File: config.mk
export PLATFORM = sky130hd
export DESIGN_NAME = touch_report_tracker
export DESIGN_NICKNAME = d
export VERILOG_FILES = /design/src/sv/trt_pkg.sv /design/src/sv/trt_front.sv /design/src/sv/trt_queue.sv /design/src/sv/trt_back.sv /design/src/sv/touch_report_tracker.sv
export SDC_FILE = /design/constraint.sdc
export NUM_CORES = 1
export LEC_CHECK = 0
export BUFFER_PORTS_ARGS = -buffer_cell sky130_fd_sc_hd__buf_2
export CORE_ASPECT_RATIO = 0.75
export CORE_UTILIZATION = 45
export CTS_BUF_LIST = sky130_fd_sc_hd__clkbuf_8
export CTS_CLUSTER_SIZE = 28
export DETAILED_ROUTE_END_ITERATION = 12
export GPL_ROUTABILITY_DRIVEN = 0
export GPL_TIMING_DRIVEN = 0
export HOLD_SLACK_MARGIN = 0.05
export PLACE_DENSITY = 0.65
export SYNTH_ARGS = -nofsm -noshare
export SYNTH_HDL_FRONTEND = slang
export SYNTH_HIERARCHICAL = 1
export SYNTH_SLANG_ARGS = --single-unit
File: constraint.sdc
create_clock -name i_clk -period 9.9 [get_ports i_clk]
set_input_delay 1.485 -clock i_clk [delete_from_list [all_inputs] [get_ports i_clk]]
set_output_delay 1.485 -clock i_clk [all_outputs]
set_load 0.02 [all_outputs]
File: src/sv/trt_pkg.sv
package trt_pkg;

    localparam int COORD_BITS = 12;
    localparam int OUT_BITS   = 12;
    localparam int MAX_REPORTS = 4;

    localparam logic [OUT_BITS-1:0] COORD_MASK = OUT_BITS'((33'd1 << COORD_BITS) - 33'd1);

    // touch kind kept between polls
    localparam logic [1:0] KIND_NONE   = 2'd0;
    localparam logic [1:0] KIND_SINGLE = 2'd1;
    localparam logic [1:0] KIND_MULTI  = 2'd2;

    // type nibble of the info register
    localparam logic [3:0] TYPE_NONE   = 4'd0;
    localparam logic [3:0] TYPE_SINGLE = 4'd1;
    localparam logic [3:0] TYPE_MULTI  = 4'd2;

    // nibble masks of the packed high coordinate byte
    localparam logic [7:0] HI_NIB_MASK = 8'hf0;
    localparam logic [7:0] LO_NIB_MASK = 8'h0f;

    typedef logic [OUT_BITS-1:0] t_coord;

    typedef struct packed {
        t_coord x;
        t_coord y;
        logic   pressed;
        logic   frame_end;
    } t_report;

    // all reports caused by one poll, packed from slot zero upward
    typedef struct packed {
        t_report [MAX_REPORTS-1:0] rep;
        logic [2:0]                count;
    } t_batch;

endpackage

File: src/sv/trt_front.sv
module trt_front (
    input  logic            i_clk,
    input  logic            i_rst_n,
    input  logic            i_accept,
    input  logic            i_pen_down,
    input  logic            i_new_event,
    input  logic            i_read_ok,
    input  logic [7:0]      i_info_byte,
    input  logic [7:0]      i_xy_high,
    input  logic [7:0]      i_x_low,
    input  logic [7:0]      i_y_low,
    input  logic [7:0]      i_xy2_high,
    input  logic [7:0]      i_x2_low,
    input  logic [7:0]      i_y2_low,
    output logic            o_push,
    output trt_pkg::t_batch o_batch
);
    import trt_pkg::*;

    logic       r_active, n_active;
    logic [1:0] r_kind, n_kind;
    t_coord     r_prev_x [2];
    t_coord     r_prev_y [2];
    t_coord     n_prev_x [2];
    t_coord     n_prev_y [2];
    logic [1:0] r_prev_valid, n_prev_valid;

    t_report    cand     [MAX_REPORTS];
    logic [MAX_REPORTS-1:0] cand_vld;
    logic       release_first;
    logic [3:0] kind_type;
    t_coord     x1, y1, x2, y2;
    logic [2:0] cnt;

    // classify the poll and build candidate reports
    always_comb begin
        n_active     = r_active;
        n_kind       = r_kind;
        n_prev_x     = r_prev_x;
        n_prev_y     = r_prev_y;
        n_prev_valid = r_prev_valid;
        cand_vld     = '0;
        for (int i = 0; i < MAX_REPORTS; i++) begin
            cand[i] = '0;
        end

        kind_type = i_info_byte[3:0] & LO_NIB_MASK[3:0];
        x1 = COORD_MASK & {i_xy_high[7:4], i_x_low};
        y1 = COORD_MASK & {i_xy_high[3:0], i_y_low};
        x2 = '0;
        y2 = '0;

        // release remembered fingers on a new interrupt
        release_first = i_pen_down && i_new_event && r_active;
        if (release_first) begin
            if (r_kind == KIND_MULTI) begin
                cand_vld[0] = r_prev_valid[0];
                cand[0] = '{x: r_prev_x[0], y: r_prev_y[0], pressed: 1'b0,
                            frame_end: !r_prev_valid[1]};
                cand_vld[1] = r_prev_valid[1];
                cand[1] = '{x: r_prev_x[1], y: r_prev_y[1], pressed: 1'b0,
                            frame_end: 1'b1};
                n_kind       = KIND_NONE;
                n_prev_valid = 2'b00;
            end else begin
                cand_vld[0] = r_prev_valid[0];
                cand[0] = '{x: r_prev_x[0], y: r_prev_y[0], pressed: 1'b0,
                            frame_end: 1'b1};
                n_prev_valid[0] = 1'b0;
            end
            n_active = 1'b0;
        end

        // decode the register block
        if (i_read_ok) begin
            if (kind_type == TYPE_MULTI) begin
                n_kind = KIND_MULTI;
                x2 = COORD_MASK & {4'((i_xy2_high & HI_NIB_MASK) >> 4), i_x2_low};
                y2 = COORD_MASK & {4'(i_xy2_high & LO_NIB_MASK), i_y2_low};
            end
            if (i_pen_down) begin
                if (kind_type != TYPE_NONE) begin
                    n_active = 1'b1;
                    if (kind_type == TYPE_MULTI) begin
                        cand_vld[2] = 1'b1;
                        cand[2] = '{x: x1, y: y1, pressed: 1'b1, frame_end: 1'b0};
                        cand_vld[3] = 1'b1;
                        cand[3] = '{x: x2, y: y2, pressed: 1'b1, frame_end: 1'b1};
                        n_prev_x[0] = x1;
                        n_prev_y[0] = y1;
                        n_prev_x[1] = x2;
                        n_prev_y[1] = y2;
                        n_prev_valid = 2'b11;
                    end else if (kind_type == TYPE_SINGLE) begin
                        cand_vld[2] = 1'b1;
                        cand[2] = '{x: x1, y: y1, pressed: 1'b1, frame_end: 1'b1};
                        n_kind = KIND_SINGLE;
                        n_prev_x[0] = x1;
                        n_prev_y[0] = y1;
                        n_prev_valid[0] = 1'b1;
                    end
                end
            end else if (r_active) begin
                // pen lifted: release
                if (n_kind == KIND_MULTI) begin
                    cand_vld[2] = r_prev_valid[0];
                    cand[2] = '{x: r_prev_x[0], y: r_prev_y[0], pressed: 1'b0,
                                frame_end: !r_prev_valid[1]};
                    cand_vld[3] = r_prev_valid[1];
                    cand[3] = '{x: r_prev_x[1], y: r_prev_y[1], pressed: 1'b0,
                                frame_end: 1'b1};
                    n_kind       = KIND_NONE;
                    n_prev_valid = 2'b00;
                end else begin
                    cand_vld[2] = 1'b1;
                    cand[2] = '{x: x1, y: y1, pressed: 1'b0, frame_end: 1'b1};
                end
                n_active = 1'b0;
            end
        end
    end

    // pack the candidates into consecutive slots
    always_comb begin
        o_batch = '0;
        cnt     = '0;
        for (int i = 0; i < MAX_REPORTS; i++) begin
            if (cand_vld[i]) begin
                o_batch.rep[cnt[1:0]] = cand[i];
                cnt = cnt + 3'd1;
            end
        end
        o_batch.count = cnt;
    end

    assign o_push = i_accept && (cnt != 3'd0);

    // update the tracking state on each accepted poll
    always_ff @(posedge i_clk) begin
        if (!i_rst_n) begin
            r_active     <= 1'b0;
            r_kind       <= KIND_NONE;
            r_prev_x     <= '{default: '0};
            r_prev_y     <= '{default: '0};
            r_prev_valid <= 2'b11;
        end else if (i_accept) begin
            r_active     <= n_active;
            r_kind       <= n_kind;
            r_prev_x     <= n_prev_x;
            r_prev_y     <= n_prev_y;
            r_prev_valid <= n_prev_valid;
        end
    end

endmodule

File: src/sv/trt_queue.sv
module trt_queue (
    input  logic            i_clk,
    input  logic            i_rst_n,
    input  logic            i_push,
    input  trt_pkg::t_batch i_batch,
    output logic            o_ready,
    input  logic            i_pop,
    output logic            o_valid,
    output trt_pkg::t_batch o_head
);
    import trt_pkg::*;

    t_batch     r_mem [2];
    logic       r_wr_ptr;
    logic       r_rd_ptr;
    logic [1:0] r_cnt;

    assign o_ready = (r_cnt != 2'd2);
    assign o_valid = (r_cnt != 2'd0);
    assign o_head  = r_mem[r_rd_ptr];

    // store pushed batches
    always_ff @(posedge i_clk) begin
        if (i_push) begin
            r_mem[r_wr_ptr] <= i_batch;
        end
    end

    // advance pointers and fill count
    always_ff @(posedge i_clk) begin
        if (!i_rst_n) begin
            r_wr_ptr <= 1'b0;
            r_rd_ptr <= 1'b0;
            r_cnt    <= 2'd0;
        end else begin
            if (i_push) begin
                r_wr_ptr <= !r_wr_ptr;
            end
            if (i_pop) begin
                r_rd_ptr <= !r_rd_ptr;
            end
            r_cnt <= r_cnt + {1'b0, i_push} - {1'b0, i_pop};
        end
    end

`ifndef SYNTHESIS
    a_cnt_range: assert property (@(posedge i_clk) disable iff (!i_rst_n)
        r_cnt <= 2'd2)
        else $error("queue fill count out of range");
    a_no_overflow: assert property (@(posedge i_clk) disable iff (!i_rst_n)
        i_push |-> (o_ready || i_pop))
        else $error("push into a full queue");
    a_no_underflow: assert property (@(posedge i_clk) disable iff (!i_rst_n)
        i_pop |-> o_valid)
        else $error("pop from an empty queue");
    a_batch_nonempty: assert property (@(posedge i_clk) disable iff (!i_rst_n)
        i_push |-> (i_batch.count != 3'd0 && i_batch.count <= 3'd4))
        else $error("pushed batch with bad report count");
`endif

endmodule

File: src/sv/trt_back.sv
module trt_back (
    input  logic            i_clk,
    input  logic            i_rst_n,
    input  logic            i_head_valid,
    input  trt_pkg::t_batch i_head,
    output logic            o_pop,
    output logic            o_out_valid,
    input  logic            i_out_ready,
    output trt_pkg::t_report o_report,
    output logic            o_last
);
    import trt_pkg::*;

    logic [1:0] r_idx;
    logic       r_valid;
    t_report    r_report;
    logic       r_last;
    logic       load;
    logic       sel_last;

    // one report a transaction from the head batch
    assign load     = i_head_valid && (!r_valid || i_out_ready);
    assign sel_last = ({1'b0, r_idx} == (i_head.count - 3'd1));
    assign o_pop    = load && sel_last;

    // hold the output register until taken
    always_ff @(posedge i_clk) begin
        if (!i_rst_n) begin
            r_valid <= 1'b0;
            r_idx   <= 2'd0;
        end else begin
            if (load) begin
                r_valid <= 1'b1;
                r_idx   <= sel_last ? 2'd0 : r_idx + 2'd1;
            end else if (i_out_ready) begin
                r_valid <= 1'b0;
            end
        end
    end

    always_ff @(posedge i_clk) begin
        if (load) begin
            r_report <= i_head.rep[r_idx];
            r_last   <= sel_last;
        end
    end

    assign o_out_valid = r_valid;
    assign o_report    = r_report;
    assign o_last      = r_last;

endmodule

File: src/sv/touch_report_tracker.sv
// Touch report tracker: turns controller polls into finger reports.
// Input channel: i_in_valid / o_in_ready carry one poll (pen level, new
// interrupt flag, read status and the register bytes) per transaction.
// Output channel: o_out_valid / i_out_ready carry one finger report per
// transaction: coordinates, press or release, frame end, and o_last on the
// final report caused by a poll. A poll causing no report gives nothing.
// Path: with the queue and output register empty, the first report of a
// poll is written into a queue entry when the poll is accepted and is then
// loaded into the output register.
// Throughput: the front stage takes one poll per cycle while its two-entry
// batch queue has room; the back stage sends one report per cycle while
// i_out_ready is high, so the reports of a poll (up to four) leave one at a
// time through the single output register.
// Reset: clears the touch state (no touch, both fingers marked valid at the
// origin) and empties the queue and the output register.
// Stall: when i_out_ready is low the output register holds its report, the
// queue fills, and o_in_ready drops once both queue entries are taken.
module touch_report_tracker (
    input  logic        i_clk,
    input  logic        i_rst_n,
    input  logic        i_in_valid,
    output logic        o_in_ready,
    input  logic        i_pen_down,
    input  logic        i_new_event,
    input  logic        i_read_ok,
    input  logic [7:0]  i_info_byte,
    input  logic [7:0]  i_xy_high,
    input  logic [7:0]  i_x_low,
    input  logic [7:0]  i_y_low,
    input  logic [7:0]  i_xy2_high,
    input  logic [7:0]  i_x2_low,
    input  logic [7:0]  i_y2_low,
    output logic        o_out_valid,
    input  logic        i_out_ready,
    output logic [11:0] o_finger_x,
    output logic [11:0] o_finger_y,
    output logic        o_pressed,
    output logic        o_frame_end,
    output logic        o_last
);
    import trt_pkg::*;

    logic    accept;
    logic    push;
    t_batch  push_batch;
    logic    q_ready;
    logic    q_valid;
    t_batch  q_head;
    logic    pop;
    t_report report;

    assign o_in_ready = q_ready;
    assign accept     = i_in_valid && q_ready;

    trt_front u_front (
        .i_clk       (i_clk),
        .i_rst_n     (i_rst_n),
        .i_accept    (accept),
        .i_pen_down  (i_pen_down),
        .i_new_event (i_new_event),
        .i_read_ok   (i_read_ok),
        .i_info_byte (i_info_byte),
        .i_xy_high   (i_xy_high),
        .i_x_low     (i_x_low),
        .i_y_low     (i_y_low),
        .i_xy2_high  (i_xy2_high),
        .i_x2_low    (i_x2_low),
        .i_y2_low    (i_y2_low),
        .o_push      (push),
        .o_batch     (push_batch)
    );

    trt_queue u_queue (
        .i_clk   (i_clk),
        .i_rst_n (i_rst_n),
        .i_push  (push),
        .i_batch (push_batch),
        .o_ready (q_ready),
        .i_pop   (pop),
        .o_valid (q_valid),
        .o_head  (q_head)
    );

    trt_back u_back (
        .i_clk        (i_clk),
        .i_rst_n      (i_rst_n),
        .i_head_valid (q_valid),
        .i_head       (q_head),
        .o_pop        (pop),
        .o_out_valid  (o_out_valid),
        .i_out_ready  (i_out_ready),
        .o_report     (report),
        .o_last       (o_last)
    );

    assign o_finger_x  = report.x;
    assign o_finger_y  = report.y;
    assign o_pressed   = report.pressed;
    assign o_frame_end = report.frame_end;

endmodule
==> out/summary.json <==
{
  "status": {"value": "complete, no violations"},
  "port-buffer-count": {"value": 86},
  "synth.top_cell.area_share": {"value": 0.4847},
  "slew_headroom": {"value": 0.2826},
  "drive_gt1_frac": {"value": 0.2780},
  "commonest_non_fill_non_tap_cell_in_the_layout": {"value": "sky130_fd_sc_hd__edfxtp_1"},
  "avgViaCountPerCell": {"value": 5.978},
  "grt_max_degree": {"value": 63},
  "timing.critical_path.fanout_max": {"value": 30},
  "final_cell_count_no_fill": {"value": 1792},
  "final_min_period_over_clock_period": {"value": 0.6050},
  "post_synth_edffs": {"value": 241},
  "critPathArrivalTime": {"value": 6280, "unit": "ps"},
  "synthesis.instances": {"value": 1167},
  "clk-insertion-delay-late": {"value": 610, "unit": "ps"},
  "synth_largest_area_cell": {"value": "sky130_fd_sc_hd__edfxtp_1"},
  "synth.avg_cell_area": {"value": 12.79, "unit": "sq um"},
  "placed_area": {"value": 16090, "unit": "sq um"},
  "number_of_hold_slack_violations_in_the_final_timing_report": {"value": 0},
  "area_delta_synth_final": {"value": 14.66, "unit": "%"},
  "timing_worst_setup_path_type": {"value": "in2reg"},
  "cts_inserted_buffers": {"value": 49},
  "timing.critical_path.from_type": {"value": "input port"},
  "ff_latch_area": {"value": 8458, "unit": "sq um"},
  "worst-slew-pin-transition": {"value": 1067, "unit": "ps"},
  "std_cell_rows": {"value": 57},
  "core_region_area": {"value": 32520, "unit": "sq um"},
  "final.fill_count": {"value": 2838},
  "initial_core_util": {"value": 0.4591},
  "netlist_top_cells_area": {"value": "sky130_fd_sc_hd__edfxtp_1 (48%), sky130_fd_sc_hd__dfxtp_1 (8.2%), sky130_fd_sc_hd__mux2_2 (5.8%), sky130_fd_sc_hd__mux4_2 (3.9%), sky130_fd_sc_hd__mux2_4 (3.0%)"},
  "synthesis.area": {"value": 14930, "unit": "sq um"},
  "worstPathRequired": {"value": 10190, "unit": "ps"},
  "tritoncts": {"value": "built"},
  "synth.net_count": {"value": 1239},
  "clk_path_buf_depth": {"value": 3},
  "placedCellCount": {"value": 1701},
  "fin_worst_hold_slack": {"value": 479.2, "unit": "ps"},
  "vdd.ir_drop.worst": {"value": 0.09956, "unit": "mV"},
  "max_cap_viol_count": {"value": 0},
  "static-leakage-power": {"value": 5.771, "unit": "nW"},
  "postCtsHoldBufs": {"value": 0},
  "grt_util_all_layers": {"value": 0.2512},
  "fin_worst_skew": {"value": 31.41, "unit": "ps"},
  "hpwl": {"value": 28950, "unit": "microns"},
  "finalSetupViolCount": {"value": 0},
  "root_buffer": {"value": "sky130_fd_sc_hd__clkbuf_8"},
  "mostFrequentLayoutCells": {"value": "sky130_fd_sc_hd__edfxtp_1 (241), sky130_fd_sc_hd__buf_2 (121), sky130_fd_sc_hd__nand2_1 (84)"},
  "cts_sinks": {"value": 302},
  "die_x": {"value": 212.3, "unit": "microns"},
  "dr.first_iter.drc_count": {"value": 1268},
  "worst_setup_hold_path_clk_slew": {"value": 70, "unit": "ps"},
  "worstSetupEndpointType": {"value": "register"},
  "antenna_found_initial": {"value": 2},
  "multi_input_area": {"value": 5952, "unit": "sq um"},
  "yosysWarnings": {"value": 6},
  "holdCritPathClass": {"value": "reg2reg"},
  "final.min_clock_period": {"value": 5989, "unit": "ps"},
  "grt_first_pass_wirelength": {"value": 63020, "unit": "microns"},
  "ant_nets": {"value": 0},
  "drc_violations_left": {"value": 0},
  "final_stage_net_count": {"value": 1382},
  "cts_setup_buffers": {"value": 0},
  "dieHeight": {"value": 159.7, "unit": "microns"},
  "wl_per_cell": {"value": 23.63, "unit": "microns"},
  "cts_resized": {"value": 0},
  "first_pass_iters": {"value": 5},
  "leftover_overflow_at_the_end_of_global_routing": {"value": 0},
  "boundary_pins": {"value": 92},
  "die_area": {"value": 33920, "unit": "sq um"},
  "timing.fmax": {"value": 167.0, "unit": "MHz"},
  "ff2ff_setup_slack": {"value": 4680, "unit": "ps"},
  "synth_async_sr_flop_share": {"value": 0},
  "stdcell_area": {"value": 17120, "unit": "sq um"},
  "detailroute.via_count": {"value": 10713},
  "final_util": {"value": 0.5264},
  "yosys_register_bits": {"value": 302},
  "pwr_density_cell": {"value": 157.1, "unit": "nW/um^2"},
  "grt_setup_unrepaired": {"value": "false"},
  "synth.yosys.seq_area_share": {"value": 0.5665},
  "yosysUniqueCellTypes": {"value": 69},
  "report.final.slew_viol_count": {"value": 0},
  "cts_max_level": {"value": 2},
  "grt_pass1_vias": {"value": 10288},
  "synth_ff_type": {"value": "sky130_fd_sc_hd__edfxtp_1"},
  "finalWirelength": {"value": 42350, "unit": "microns"}
}
-- critical path: stages --
cell and delay, ps:
sky130_fd_sc_hd__buf_2 130, sky130_fd_sc_hd__buf_2 210, sky130_fd_sc_hd__and3_1 270, sky130_fd_sc_hd__nand2_1 110, sky130_fd_sc_hd__inv_1 250, sky130_fd_sc_hd__clkbuf_1 560
sky130_fd_sc_hd__ha_1 450, sky130_fd_sc_hd__inv_1 100, sky130_fd_sc_hd__a21oi_1 310, sky130_fd_sc_hd__ha_1 220, sky130_fd_sc_hd__o211ai_2 90, sky130_fd_sc_hd__clkbuf_1 310
sky130_fd_sc_hd__a21oi_1 250, sky130_fd_sc_hd__o41a_1 280, sky130_fd_sc_hd__nor2b_4 560, sky130_fd_sc_hd__buf_16 240, sky130_fd_sc_hd__buf_12 220, sky130_fd_sc_hd__buf_16 190
-- metrics by stage --
step | power (mW) | worst slack (ps) | TNS [ps]
after floorplan | 1.508 | 677.2 | 0
after global routing | 2.781 | 3673 | 0
after CTS | 2.716 | 4049 | 0
after detailed placement | 1.575 | 3421 | 0
final | 2.689 | 3911 | 0
after global placement | 1.573 | -3252 | -349340
-- routing by layer --
layer  wire [microns]  global-route usage
met3             4283             0.05801
met2            18620              0.3712
met4              920             0.06802
met1            18510              0.3698
met5               16                   0
-- kinds of logic after synthesis --
family	synth area share
AOI/OAI and AO/OA	0.1681
DFF	0.5665
and+or+nand+nor	0.08766
muxes	0.1281
buffers and inverters	0.03637
adders and majority gates	0.007543
xor gates and xnor gates	0.005615
-- synthesized netlist by cell type (3+ instances only) --
master                     instances
sky130_fd_sc_hd__or2_2             3
sky130_fd_sc_hd__nor2b_1          31
sky130_fd_sc_hd__mux2_2           77
sky130_fd_sc_hd__a22o_1           23
sky130_fd_sc_hd__nor3_1           25
sky130_fd_sc_hd__and2_1           31
sky130_fd_sc_hd__nand3_1           8
sky130_fd_sc_hd__buf_2            35
sky130_fd_sc_hd__o21ai_1           3
sky130_fd_sc_hd__o21ai_0          37
sky130_fd_sc_hd__o31ai_2          12
sky130_fd_sc_hd__ha_1              9
sky130_fd_sc_hd__o31ai_1          13
sky130_fd_sc_hd__mux4_2           26
sky130_fd_sc_hd__nor2_1           55
sky130_fd_sc_hd__a21oi_1          11
sky130_fd_sc_hd__xnor2_1           4
sky130_fd_sc_hd__dfxtp_1          61
sky130_fd_sc_hd__and3_1            4
sky130_fd_sc_hd__o21a_1            4
sky130_fd_sc_hd__nor4_1            3
sky130_fd_sc_hd__mux2_4           30
sky130_fd_sc_hd__a22oi_1          47
sky130_fd_sc_hd__buf_4             6
sky130_fd_sc_hd__clkbuf_1         41
sky130_fd_sc_hd__a221oi_1         24
sky130_fd_sc_hd__inv_1            16
sky130_fd_sc_hd__a21boi_0         50
sky130_fd_sc_hd__buf_6             9
sky130_fd_sc_hd__nand2_1          84
sky130_fd_sc_hd__edfxtp_1        241
sky130_fd_sc_hd__xor2_1            3
sky130_fd_sc_hd__o211ai_1         26
sky130_fd_sc_hd__o22ai_1          51
sky130_fd_sc_hd__a31oi_1          24
-- report_power, final --
group | leakage [nW] | total, mW | internal, mW | switching [mW]
Clock | 0.585 | 1.14 | 0.633 | 0.506
Sequential | 2.68 | 1.38 | 1.38 | 0.00554
Combinational | 2.50 | 0.165 | 0.0644 | 0.100
-- layout make-up --
cell class                 instances  area share
sequential                       302      0.4941
multi-input combinational        756      0.3477
clock buffer                      54     0.04342
timing repair buffer              92     0.03392
tap                              442     0.03231
buffer                            93     0.02821
clock inverter                    36     0.01667
inverter                          16    0.003509
antenna                            1   0.0001462
-- flip-flops by register name (all words and copies together) (netlist names), named ones only --
signal and cells:
u_queue/r_mem 214, u_back/o_report 26, u_front/r_prev_x 24, u_front/r_prev_y 24, u_back/r_idx 2, u_front/r_kind 2
u_front/r_prev_valid 2, u_queue/r_cnt 2, u_back/o_last 1, u_back/o_out_valid 1, u_front/r_active 1, u_queue/r_rd_ptr 1
u_queue/r_wr_ptr 1
-- final timing paths --
path,startpoint,endpoint,cells past startpoint
setup reg to reg,u_front/r_active$_SDFFE_PN0P_,u_queue/r_mem[0][14]$_DFFE_PP_,16
hold / removal,u_front/r_prev_y[23]$_SDFFE_PN0P_,u_front/r_prev_y[23]$_SDFFE_PN0P_,2
hold reg to reg,u_front/r_prev_y[23]$_SDFFE_PN0P_,u_front/r_prev_y[23]$_SDFFE_PN0P_,2
setup / recovery,i_pen_down,u_queue/r_mem[0][14]$_DFFE_PP_,18
Note: power is estimated with default switching activity, not from simulation.
